**src/rtl/core/deq_pkg.sv**
```systemverilog
// shared types and constants for the double-ended queue unit
// no dependencies
`timescale 1ns / 1ps
`default_nettype none

package deq_pkg;

  localparam int DEPTH_DEF      = 16;
  localparam int DATA_WIDTH_DEF = 32;
  localparam int FIELD_WIDTH    = 32;

  typedef enum logic [1:0] {
    OP_PUSH_BACK  = 2'd0,
    OP_POP_BACK   = 2'd1,
    OP_PUSH_FRONT = 2'd2,
    OP_POP_FRONT  = 2'd3
  } opcode_t;

  typedef struct packed {
    opcode_t                  opcode;
    logic [FIELD_WIDTH-1:0]   push_value;
  } req_t;

  typedef struct packed {
    logic                     ok;
    logic [FIELD_WIDTH-1:0]   pop_value;
  } rsp_t;

  typedef enum logic [1:0] {
    ST_IDLE,
    ST_READ,
    ST_HOLD
  } state_t;

  // controller to datapath
  typedef struct packed {
    logic accept;   // request beat taken this cycle
    logic capture;  // load ram read data into the result
  } ctrl_cmd_t;

  // datapath to controller
  typedef struct packed {
    logic read_hit; // current request is a pop on a non-empty queue
  } dp_status_t;

endpackage

`default_nettype wire

```
**src/rtl/core/deq_ram.sv**
```systemverilog
// generic single-port-write, single-port-read ram with registered read
// no dependencies
`timescale 1ns / 1ps
`default_nettype none

module deq_ram #(
  parameter int WIDTH = 32,
  parameter int DEPTH = 16
) (
  input  wire logic                     clk,
  input  wire logic                     wr_en,
  input  wire logic [$clog2(DEPTH)-1:0] wr_addr,
  input  wire logic [WIDTH-1:0]         wr_data,
  input  wire logic                     rd_en,
  input  wire logic [$clog2(DEPTH)-1:0] rd_addr,
  output logic      [WIDTH-1:0]         rd_data
);

  logic [WIDTH-1:0] mem [DEPTH];

  always_ff @(posedge clk) begin
    if (wr_en) begin
      mem[wr_addr] <= wr_data;
    end
    if (rd_en) begin
      rd_data <= mem[rd_addr];
    end
  end

endmodule

`default_nettype wire

```
**src/rtl/core/deq_ctrl.sv**
```systemverilog
// sequencing state machine for the double-ended queue unit
// depends on deq_pkg
`timescale 1ns / 1ps
`default_nettype none

module deq_ctrl
  import deq_pkg::*;
(
  input  wire logic       clk,
  input  wire logic       rst,
  input  wire logic       req_valid,
  output logic            req_stall,
  output logic            rsp_valid,
  input  wire logic       rsp_stall,
  input  wire dp_status_t status,
  output ctrl_cmd_t       cmd
);

  state_t state, state_next;

  always_ff @(posedge clk) begin
    if (rst) begin
      state <= ST_IDLE;
    end else begin
      state <= state_next;
    end
  end

  always_comb begin
    state_next  = state;
    cmd         = '0;
    req_stall   = 1'b1;
    rsp_valid   = 1'b0;
    unique case (state)
      ST_IDLE: begin
        req_stall = 1'b0;
        if (req_valid) begin
          cmd.accept = 1'b1;
          state_next = status.read_hit ? ST_READ : ST_HOLD;
        end
      end
      ST_READ: begin
        cmd.capture = 1'b1;
        state_next  = ST_HOLD;
      end
      ST_HOLD: begin
        rsp_valid = 1'b1;
        if (!rsp_stall) begin
          state_next = ST_IDLE;
        end
      end
      default: begin
        state_next = ST_IDLE;
      end
    endcase
  end

endmodule

`default_nettype wire

```
**src/rtl/core/deq_datapath.sv**
```systemverilog
// pointers, ring store and result register of the double-ended queue unit
// depends on deq_pkg and deq_ram
`timescale 1ns / 1ps
`default_nettype none

module deq_datapath
  import deq_pkg::*;
#(
  parameter int DEPTH      = DEPTH_DEF,
  parameter int DATA_WIDTH = DATA_WIDTH_DEF
) (
  input  wire logic      clk,
  input  wire logic      rst,
  input  wire req_t      req,
  input  wire ctrl_cmd_t cmd,
  output dp_status_t     status,
  output rsp_t           rsp
);

  localparam int AW = $clog2(DEPTH);
  localparam int CW = $clog2(DEPTH + 1);
  localparam int SW = $clog2(2 * DEPTH);
  localparam logic [SW-1:0] DEPTH_S = SW'(DEPTH);
  localparam logic [CW-1:0] DEPTH_C = CW'(DEPTH);
  localparam logic [AW-1:0] LAST_A  = AW'(DEPTH - 1);

  logic [AW-1:0] head;
  logic [CW-1:0] count;

  logic          empty, full;
  logic [SW-1:0] back_sum, back_last_sum;
  logic [AW-1:0] back_slot, back_last_slot, front_prev, front_next;

  logic                  wr_en, rd_en;
  logic [AW-1:0]         wr_addr, rd_addr;
  logic [DATA_WIDTH-1:0] wr_data, rd_data;

  assign empty = (count == '0);
  assign full  = (count == DEPTH_C);

  // ring positions, back_sum stays below twice the depth, back_last_sum only while the queue is non-empty
  assign back_sum       = SW'(head) + SW'(count);
  assign back_last_sum  = back_sum - SW'(1);
  assign back_slot      = (back_sum >= DEPTH_S) ? AW'(back_sum - DEPTH_S) : AW'(back_sum);
  assign back_last_slot = (back_last_sum >= DEPTH_S) ? AW'(back_last_sum - DEPTH_S)
                                                     : AW'(back_last_sum);
  assign front_prev     = (head == '0) ? LAST_A : head - AW'(1);
  assign front_next     = (head == LAST_A) ? '0 : head + AW'(1);

  assign status.read_hit = !empty &&
                           (req.opcode == OP_POP_BACK || req.opcode == OP_POP_FRONT);

  assign wr_data = DATA_WIDTH'(req.push_value);
  assign rd_addr = (req.opcode == OP_POP_BACK) ? back_last_slot : head;
  assign rd_en   = cmd.accept && status.read_hit;

  always_comb begin
    wr_en   = 1'b0;
    wr_addr = back_slot;
    if (cmd.accept && !full) begin
      unique case (req.opcode)
        OP_PUSH_BACK: begin
          wr_en = 1'b1;
        end
        OP_PUSH_FRONT: begin
          wr_en   = 1'b1;
          wr_addr = front_prev;
        end
        OP_POP_BACK, OP_POP_FRONT: begin
          wr_en = 1'b0;
        end
        default: begin
          wr_en = 1'b0;
        end
      endcase
    end
  end

  always_ff @(posedge clk) begin
    if (rst) begin
      head  <= '0;
      count <= '0;
    end else if (cmd.accept) begin
      unique case (req.opcode)
        OP_PUSH_BACK: begin
          if (!full) count <= count + CW'(1);
        end
        OP_POP_BACK: begin
          if (!empty) count <= count - CW'(1);
        end
        OP_PUSH_FRONT: begin
          if (!full) begin
            head  <= front_prev;
            count <= count + CW'(1);
          end
        end
        OP_POP_FRONT: begin
          if (!empty) begin
            head  <= front_next;
            count <= count - CW'(1);
          end
        end
        default: begin
          count <= count;
        end
      endcase
    end
  end

  // result register
  always_ff @(posedge clk) begin
    if (cmd.accept) begin
      rsp.pop_value <= '0;
      if (req.opcode == OP_PUSH_BACK || req.opcode == OP_PUSH_FRONT) begin
        rsp.ok <= !full;
      end else begin
        rsp.ok <= !empty;
      end
    end else if (cmd.capture) begin
      rsp.pop_value <= FIELD_WIDTH'(rd_data);
    end
  end

  deq_ram #(
    .WIDTH (DATA_WIDTH),
    .DEPTH (DEPTH)
  ) u_ram (
    .clk     (clk),
    .wr_en   (wr_en),
    .wr_addr (wr_addr),
    .wr_data (wr_data),
    .rd_en   (rd_en),
    .rd_addr (rd_addr),
    .rd_data (rd_data)
  );

endmodule

`default_nettype wire

```
**src/rtl/core/double_ended_queue_unit.sv**
```systemverilog
// double-ended queue unit: push and pop at both ends of a ring store
// result: registered when the beat is taken; a pop that reads the ram first passes the read state
// a new beat is taken only in idle, after the result of the previous beat has been
//   taken downstream; the result is held while rsp_stall is high
// reset: rst clears head and count and returns the sequencer to idle,
//   the ring store itself is not cleared and needs no clearing pass
`timescale 1ns / 1ps
`default_nettype none

module double_ended_queue_unit
  import deq_pkg::*;
#(
  parameter int DEPTH      = DEPTH_DEF,
  parameter int DATA_WIDTH = DATA_WIDTH_DEF
) (
  input  wire logic clk,
  input  wire logic rst,
  // request channel
  input  wire logic req_valid,
  output logic      req_stall,
  input  wire req_t req,
  // result channel
  output logic      rsp_valid,
  input  wire logic rsp_stall,
  output rsp_t      rsp
);

  // command and status between the sequencer and the datapath
  ctrl_cmd_t  cmd;
  dp_status_t status;

  // sequencer: idle takes a beat, a successful pop passes the read state for the
  // ram read, then the result is held until the downstream side takes it
  deq_ctrl u_ctrl (
    .clk       (clk),
    .rst       (rst),
    .req_valid (req_valid),
    .req_stall (req_stall),
    .rsp_valid (rsp_valid),
    .rsp_stall (rsp_stall),
    .status    (status),
    .cmd       (cmd)
  );

  // datapath: head and count registers, ring store and result register
  deq_datapath #(
    .DEPTH      (DEPTH),
    .DATA_WIDTH (DATA_WIDTH)
  ) u_datapath (
    .clk    (clk),
    .rst    (rst),
    .req    (req),
    .cmd    (cmd),
    .status (status),
    .rsp    (rsp)
  );

endmodule

`default_nettype wire
```
**config.mk**
```make
export PLATFORM = sky130hd
export DESIGN_NAME = double_ended_queue_unit
export DESIGN_NICKNAME = d
export VERILOG_FILES = /design/src/rtl/core/deq_pkg.sv /design/src/rtl/core/deq_ram.sv /design/src/rtl/core/deq_ctrl.sv /design/src/rtl/core/deq_datapath.sv /design/src/rtl/core/double_ended_queue_unit.sv
export SDC_FILE = /design/constraint.sdc
export NUM_CORES = 1
export LEC_CHECK = 0
export BUFFER_PORTS_ARGS = -buffer_cell sky130_fd_sc_hd__buf_2
export CORE_MARGIN = 8
export CORE_UTILIZATION = 60
export DETAILED_ROUTE_END_ITERATION = 12
export GPL_TIMING_DRIVEN = 0
export HOLD_SLACK_MARGIN = 0.02
export PLACE_DENSITY = 0.73
export REMOVE_ABC_BUFFERS = 1
export SYNTH_ARGS = -nofsm -noshare
export SYNTH_HDL_FRONTEND = slang
export SYNTH_SLANG_ARGS = --single-unit
export TNS_END_PERCENT = 30
```
**constraint.sdc**
```tcl
create_clock -name clk -period 10.35 [get_ports clk]
set_clock_uncertainty 0.1 [all_clocks]
set_input_delay 0.5175 -clock clk [delete_from_list [all_inputs] [get_ports clk]]
set_output_delay 0.5175 -clock clk [all_outputs]
set_load 0.05 [all_outputs]
```
# == Word-level counts from Yosys, hierarchy flattened ==
# Memories as Yosys holds them, arrays and structs flattened. A register that Yosys moved wholly into a read port is not among the register bits.
# Index checks and enable logic that the tools add are counted.
# totals
register_bits,44
latch_bits,0
mem_bits_rw,512
rom_bits,0
output_inout_bits,35
n_memories,1
# memory_table
memory,words,word_bits,rd,rd_ports_with_merged_regs,write_ports,line_no,rtl
u_datapath.u_ram.mem,16,32,1,1,1,deq_ram.sv:19,logic [WIDTH-1:0] mem [DEPTH];
# classes
n_addsub,8
mul,0
div_mod_pow,0
magnitude_cmp,2
n_eq_ne,13
shifts,0
mux,27
n_bitwise,0
n_reduce_logical,17
# op_table
operator,n
$mux 4,9
$ne 2x2->1 const B,6
$sub 4x1->4 const B,3
$ge 5x5->1 const B,2
$mux 5,2
$pmux 5 s2,1
$sub 5x1->5 const B,2
$mux 1,9
$pmux 4 s2,1
$eq 2x2->1 const B,3
$mux 2,3
$pmux 2 s3,1
$add 4x5->5,1
$add 5x1->5 const B,1
$eq 5x5->1 const B,1
$logic_not 5->1,1
$add 4x1->4 const B,1
$eq 2x1->1 const B,2
$eq 4x4->1 const B,1
$logic_not 2->1,2
$logic_not 4->1,1
$reduce_and 4->1,1
$reduce_or 2->1,2
$logic_and 1x1->1,3
other kinds (6),8

# == Depth between registers and ports, before layout ==
# Gate-level depths: netlist (run 1).
# logic_depth
ltp_word,6
mapped_depth,10
mapped_depth_nobuf,8

# == By module ==
# From an unflattened synthesis (run 1), not the netlist that was laid out.
# hier_totals
cells_unflattened,1070
hier_area_um2,22367.7
# by_module_without_submodules
module,n_inst,cells_per_inst,area_each_um2
deq_ram,1,838,20155.6
deq_datapath,1,221,2105.8
deq_ctrl,1,11,106.4

# == Worst setup path before layout (run 1) ==
# OpenSTA, ideal clock, no wires.
# synth_path
kind,input port to flip-flop
startpoint,input port req_valid
endpoint,"memory u_datapath.u_ram.mem[14][0], enable pin"
t_arrival_ns,3.328
path_slack_ns,6.501
path_stages,7
path_buffers,1
path_cell_list,or3b_1 clkbuf_1 a211oi_2 nand2_1 mux2i_1 nand3_1 nor2_1
# synth_between
elab_chain_cells,6
word_cells_on_any_way,7
classes_between,mux: 6; reduce/logical: 1
# synth_rtl
element,line_no,rtl
start: declaration,double_ended_queue_unit.sv:19,"input wire logic req_valid,"
$mux 1 *,deq_ctrl.sv:37,if (req_valid) begin
$mux 1 *,deq_ctrl.sv:34,unique case (state)
$logic_and 1x1->1 *,deq_datapath.sv:60,if (cmd.accept && !full) begin
$mux 1,deq_datapath.sv:60,
$mux 1,deq_ram.sv:22,if (wr_en) begin
$mux 1 (implied by the code),deq_ram.sv:23,mem[wr_addr] <= wr_data;
end: declaration,deq_ram.sv:19,
# Every way passes the cells marked *; elsewhere a longest branch is shown, timed or not.

# == Worst setup path in the final report (run 1) ==
# layout_path
startpoint,register u_datapath.head[0]
endpoint,register u_datapath.u_ram.rd_data[21] (read register of u_datapath.u_ram.mem) (data pin)
# layout_between
elab_chain_cells,5
word_cells_on_any_way,6
classes_between,add/sub: 3; order compare: 1; mux: 2
# layout_rtl
element,line_no,rtl
start: declaration,deq_datapath.sv:27,logic [AW-1:0] head;
start signal: assignment,deq_datapath.sv:93,head <= front_prev;
start signal: assignment,deq_datapath.sv:99,head <= front_next;
$add 4x5->5,deq_datapath.sv:42,assign back_sum = SW'(head) + SW'(count);
$sub 5x1->5,deq_datapath.sv:43,assign back_last_sum = back_sum - SW'(1);
$sub 4x1->4 or $ge 5x5->1 (tied branches),deq_datapath.sv:45,assign back_last_slot = (back_last_sum >= DEPTH_S) ? AW'(back_last_sum - DEPTH_S)
$mux 4,deq_datapath.sv:45,
$mux 4 *,deq_datapath.sv:54,assign rd_addr = (req.opcode == OP_POP_BACK) ? back_last_slot : head;
end: declaration,deq_ram.sv:16,output logic [WIDTH-1:0] rd_data
# Marks and branches as above.
# A chain may end at the register's enable or synchronous reset.

==> results of run 1 <==
worst paths after layout:
check	start	to	slack, ns	cells after the start
worst max-delay path	u_datapath.head[0]	u_datapath.u_ram.rd_data[21]	6.18	10
worst min-delay path	rsp_stall	u_ctrl.state[1]	0.08	3
worst max register to register	u_datapath.head[0]	u_datapath.u_ram.rd_data[21]	6.18	10
worst min register to register	u_datapath.u_ram.rd_data[26]	u_datapath.rsp[26]	0.36	1
placed cells by master, fill, tap and decap left out, types with 5 or more instances in the layout:
cell type	synthesis	layout
nor2_1	28	11
clkbuf_1	16	19
inv_1	8	8
nor3_1	6	6
dfxtp_1	43	43
mux4_2	160	160
ha_1	9	9
a22o_1	32	32
buf_12	0	25
nor2_4	0	17
clkbuf_8	0	6
clkinv_2	0	5
buf_16	0	12
a21oi_1	16	13
xnor2_1	7	7
edfxtp_1	545	545
nand2_1	11	11
clkinv_1	0	11
clkbuf_16	0	56
buf_2	8	72
power by group through the flow:
| stage | Sequential (W) | Combinational [W] | Clock (W) |
|---|---|---|---|
| after global placement | 0.00288 | 0.00161 | 0 |
| after global routing | 0.00284 | 0.00151 | 0.00203 |
| after floorplan | 0.00294 | 0.00108 | 0 |
| final | 0.00283 | 0.00142 | 0.00191 |
| after CTS | 0.00283 | 0.00144 | 0.00194 |
| after detailed placement | 0.00288 | 0.00143 | 0 |
kinds of logic (layout without fill, tap and decap cells):
family,Yosys count,after routing,synth area share (%)
simple gates,62,62,1.27
flops,588,588,77.4
mux,162,162,16.3
fa+ha+maj,11,11,0.686
other cells,0,3,0
compound gates,71,71,2.38
xor+xnor,13,13,0.607
buf+inv,56,219,1.33
stage by stage:
stage,std cells,TNS [ns],instance area [um2],utilization (%)
after global routing,1596,0,25700,70.3
after floorplan,915,-96.87,22000,-
after detailed placement,1492,0,23900,65.6
after CTS,1594,0,25700,70.3
final,1597,0,25700,70.3
after global placement,1455,-272.11,22900,62.8
registers in the layout (all words and copies together) (netlist names):
name,flops
u_ctrl.state,2
u_datapath.count,5
u_datapath.head,4
u_datapath.rsp,33
u_datapath.u_ram.mem,512
u_datapath.u_ram.rd_data,32
layer usage:
| layer | wire length [um] | part of all wire [%] |
|---|---|---|
| met3 | 2660 | 5.8 |
| met4 | 1110 | 2.4 |
| met1 | 18000 | 39 |
| met5 | 32 | 0.070 |
| met2 | 24000 | 52 |
area by class of cell:
cell class	count	area share [%]
inverter	8	0.117
timing repair buffer	109	4.64
tap	468	2.28
multi-input combinational	319	19.1
antenna	3	0.0292
clock buffer	81	6.06
clock inverter	21	0.619
sequential	588	67.1
critical path, cell delays in order, from the launching register on:
cell and delay [ns]:
dfxtp_1 0.44, ha_1 0.29, fa_1 0.65, inv_1 0.09, ha_1 0.29, nor2_1 0.08
a21oi_4 0.64, buf_12 0.28, buf_12 0.21, mux4_2 0.34, mux4_2 0.47
==> impl_metrics.yaml, run 1 <==
worst_setup_path:
  arrival_ns: 4.40
  cp_max_fo: 22
  crit_required_ns: 10.58
  critPathLaunchType: "flop"
  cp-end-kind: "flop"
  worstSetupPathType: "reg2reg"
clock_tree:
  clock_latency_ns: 0.59
  clock_path_buffers: 3
  clockRootBuffer: "clkbuf_16"
  cts_max_level: 2
  postCtsSetupBuffers: 0
  numCtsBuffers: 55
  clock-sinks: 588
  cts_tree: "yes"
  cts_hold_buf: 0
  cts_resized: 0
  path_clk_slew_ns: 0.06
floorplanning:
  die_w_um: 209
  core_area_um2: 36500
  die-area_um2: 43500
  fp-row-count: 70
  initial_core_util_pct: 60.9
  io_pins: 73
  die_y_um: 209
sta:
  tightest_slew_ns: 1.09
  fmaxAchievable_mhz: 240
  fin_ws_ns: 6.18
  rsz0062_at_grt: "no"
  finalSetupViolCount: 0
  hold_viol_final: 0
  relSlewSlack_pct: 26.9
  period_needed_ns: 4.17
  hold-worst-slack_ns: 0.0762
  slew_violations: 0
  period_share_pct: 40.3
grt:
  first_global_vias: 10900
  antenna_found_initial: 6
  grt_use_met3_pct: 4.34
  grt_usage_pct: 21.4
  grt_max_degree: 26
  grt-busiest-layer: "met2"
  use_met2_pct: 36.9
  overflow: 0
  grt_use_met1_pct: 27.3
  grt_first_pass_wirelength_mm: 68.9
place:
  place_worst_setup_slack_ns: 6.28
  gp_congestion: 0.762
  dp_hpwl_mm: 27.2
  io_buffers: 72
synth:
  synth_async_sr_flop_share_pct: 0
  ys_warn_count: 0
  synth_commonest_cells: "545 x edfxtp_1, 160 x mux4_2, 43 x dfxtp_1"
  synth_top_area_cell: "edfxtp_1"
  synth.most_common_cell: "edfxtp_1"
  synth_edf_count: 545
  avgSynthCellArea_um2: 23.1
  synth.cell_area_um2: 22200
  synth_ff_type: "edfxtp_1"
  synth.area.top_cells: "edfxtp_1 74%, mux4_2 16%, dfxtp_1 3.9%"
  synth_seq_area_share_pct: 77.4
  yosysUniqueCellTypes: 44
  synth_cells: 963
  ys_ff_latch: 588
  netlist.area_leader.share_pct: 73.6
pwr:
  p_comb_share_pct: 23.1
  p_total_w: 0.00616
  seq_power_share_pct: 46.0
  pwr-share-clk_pct: 31.0
  p_sw_w: 0.00161
  intPower_w: 0.00455
  power.leakage_nw: 8.46
  ir_drop_mv: 0.167
  p_per_area_nw_per_um2: 240
  p_sw_share_pct: 26.1
min_path:
  hold_class: "in2reg"
routing:
  wl_per_cell_um: 28.7
  detail_route.drc_violations: 0
  wl_mm: 45.8
  via_per_inst: 6.46
  dr_total_vias: 10300
  drt-pass1-iter-count: 5
  detail-route-antenna-nets: 0
  drt-initial-drc-count: 709
status:
  status: "complete, no violations"
final_layout:
  fin_nets: 1130
  areaGrowthSynthToFinish_pct: 15.4
  fillers: 2127
  multi_input_area_um2: 4910
  drive_gt1_share_pct: 32.7
  seqCellArea_um2: 17200
flow_run:
  cap_violations: 0
No activity file was read; power rests on OpenSTA's default activity.
==> run 2, diff against run 1 <==
--- a/config.mk
+++ b/config.mk
@@ -7,11 +7,11 @@
 export LEC_CHECK = 0
 export BUFFER_PORTS_ARGS = -buffer_cell sky130_fd_sc_hd__buf_2
 export CORE_MARGIN = 8
-export CORE_UTILIZATION = 60
+export CORE_UTILIZATION = 55
 export DETAILED_ROUTE_END_ITERATION = 12
 export GPL_TIMING_DRIVEN = 0
 export HOLD_SLACK_MARGIN = 0.02
-export PLACE_DENSITY = 0.73
+export PLACE_DENSITY = 0.71
 export REMOVE_ABC_BUFFERS = 1
 export SYNTH_ARGS = -nofsm -noshare
 export SYNTH_HDL_FRONTEND = slang
==> constraint.sdc (replaced) <==
create_clock -name clk -period 3.5 [get_ports clk]
set_clock_uncertainty 0.1 [all_clocks]
set_input_delay 0.175 -clock clk [delete_from_list [all_inputs] [get_ports clk]]
set_output_delay 0.175 -clock clk [all_outputs]
set_load 0.05 [all_outputs]
==> run 2 against run 1 <==
Against the previous run: global-route usage shrank 0.23 points; non-clock buffer count grew 68; combinational power grew to 3.3 times the previous value; cell count grew 7.8%; critical path depth grew 1; fmax grew 21%; utilization shrank 3.4 points; clock-buffer cell count shrank 2.
==> impl_metrics.yaml, run 2 (synthesis results as in run 1) <==
sta:
  hold_viol_final: 0
  rsz0062_at_grt: "yes"
  fin_ws_ns: 0.0603
  period_needed_ns: 3.44
  finalSetupViolCount: 0
  relSlewSlack_pct: 22.7
  tightest_slew_ns: 1.15
  fin_tns_setup_ns: 0
  slew_violations: 0
  period_share_pct: 98.3
  fmaxAchievable_mhz: 291
clock_tree:
  clock-sinks: 588
  numCtsBuffers: 57
  clock_latency_ns: 0.60
  cts_tree: "yes"
  clock_path_buffers: 3
  clockRootBuffer: "clkbuf_16"
  path_clk_slew_ns: 0.06
  cts_max_level: 2
grt:
  grt_max_degree: 22
  antenna_found_initial: 0
  grt_usage_pct: 21.2
  grt_first_pass_wirelength_mm: 73.4
  grt-busiest-layer: "met2"
  overflow: 0
  grt_use_met1_pct: 28.2
  grt_use_met3_pct: 3.00
  first_global_vias: 11100
  use_met2_pct: 36.3
pwr:
  seq_power_share_pct: 44.7
  p_comb_share_pct: 24.7
  p_per_area_nw_per_um2: 705
  intPower_w: 0.0138
  p_total_w: 0.0188
  power.leakage_nw: 8.88
  ir_drop_mv: 0.474
  p_sw_w: 0.00499
  pwr-share-clk_pct: 30.6
  p_sw_share_pct: 26.6
flow_run:
  cap_violations: 0
floorplanning:
  initial_core_util_pct: 55.9
  io_pins: 73
  die-area_um2: 47100
  die_y_um: 217
  core_area_um2: 39800
  die_w_um: 217
  fp-row-count: 73
final_layout:
  areaGrowthSynthToFinish_pct: 19.8
  largest_reg_flops: 512
  largestRegisters: "u_datapath.u_ram.mem x512, u_datapath.rsp x33, u_datapath.u_ram.rd_data x32"
  num_antenna_cells: 0
  drive_gt1_share_pct: 34.4
  largest_register: "u_datapath.u_ram.mem"
  mostFrequentLayoutCells: "545 x edfxtp_1, 160 x mux4_2, 72 x buf_2"
  fin_nets: 1200
  final_common_cell: "edfxtp_1"
worst_setup_path:
  arrival_ns: 3.67
  r2r-start: "u_datapath.head[0]"
  critical_path.slowest_cell: "fa_2"
  cp-end-kind: "flop"
  path_cells: "ha_4 > fa_2 > inv_1 > ha_1 > nor2_2 > a21oi_4 > buf_12 > buf_16 > buf_16 > mux4_2 > mux4_2"
  cp_max_fo: 18
  worstSetupPathType: "reg2reg"
  crit_required_ns: 3.73
  cp-startpoint: "u_datapath.head[0]"
  critPathLaunchType: "flop"
  critical_path.max_stage_delay_ns: 0.55
  crit_buf_inv: 4
  critPathTopFamily: "adder cells"
routing:
  detail-route-antenna-nets: 0
  via_per_inst: 6.26
  dr_total_vias: 10800
  drt-pass1-iter-count: 5
  wl_mm: 50.0
  detail_route.drc_violations: 0
  wl_per_cell_um: 29.1
  drt-initial-drc-count: 1149
place:
  io_buffers: 72
  gp_congestion: 0.732
  place_worst_setup_slack_ns: -0.698
  dp_hpwl_mm: 28.0
min_path:
  min_from: "req[32]"
  hold_class: "in2reg"
status:
  status: "complete, no violations"
[run 2: path summary, 6_finish.rpt]
kind	endpoint	slack, ns	cells after the start
worst max register to register	u_datapath.u_ram.rd_data[11]	0.06	11
worst min register to register	u_datapath.rsp[7]	0.36	1
worst min-delay path	u_datapath.rsp[32]	0.07	3
worst max-delay path	u_datapath.u_ram.rd_data[11]	0.06	11
[run 2: metrics by stage]
step           util, %  hold slack [ns]  area (um2)  cells
6_report          66.9           0.0729       26700   1721
5_1_grt           66.9           0.0822       26700   1721
4_1_cts           66.7           0.0457       26600   1715
3_5_place_dp      60.4            0.313       24000   1550
3_3_place_gp      57.7            0.311       23000   1512
2_1_floorplan        -            0.144       22000    915
[run 2: worst register-to-register path, stage by stage (launching register included)]
cell and delay, ns:
dfxtp_4 0.39, ha_4 0.18, fa_2 0.55, inv_1 0.06, ha_1 0.30, nor2_2 0.06, a21oi_4 0.19, buf_12 0.18
buf_16 0.17, buf_16 0.17, mux4_2 0.33, mux4_2 0.50
[run 2: layout make-up]
class / instances / area [um2]
fillers: 2517 / 13200
clock inverters: 25 / 179
well taps: 525 / 657
flip-flops and latches: 588 / 17200
multi-input cells: 319 / 4950
inverters: 8 / 30.0
clock buffers: 79 / 1560
repair buffers: 177 / 2030
[run 2: what timing repair did]
| action | in CTS | in global routing |
|---|---|---|
| pin swaps | 8 | 6 |
| buffers inserted | 19 | 6 |
| hold endpoints to repair | 523 | 0 |
| resized for setup | 11 | 7 |
| setup endpoints to repair | 373 | 241 |
| hold buffers | 39 | 0 |
| cloned | 3 | 0 |
[run 2: metal layers]
metal  vias up  wire [um]
met4         0       1130
met2       491      25900
met5         -          0
met3        85       3200
met1      5735      19800
li1       4462          -
[run 2: power groups by stage]
stage	sequential, W	clock (W)	combinational [W]
3_5_place_dp	0.00853	0	0.00422
3_3_place_gp	0.00850	0	0.00343
4_1_cts	0.00839	0.00584	0.00463
6_report	0.00840	0.00575	0.00463
2_1_floorplan	0.00869	0	0.00287
5_1_grt	0.00843	0.00611	0.00488
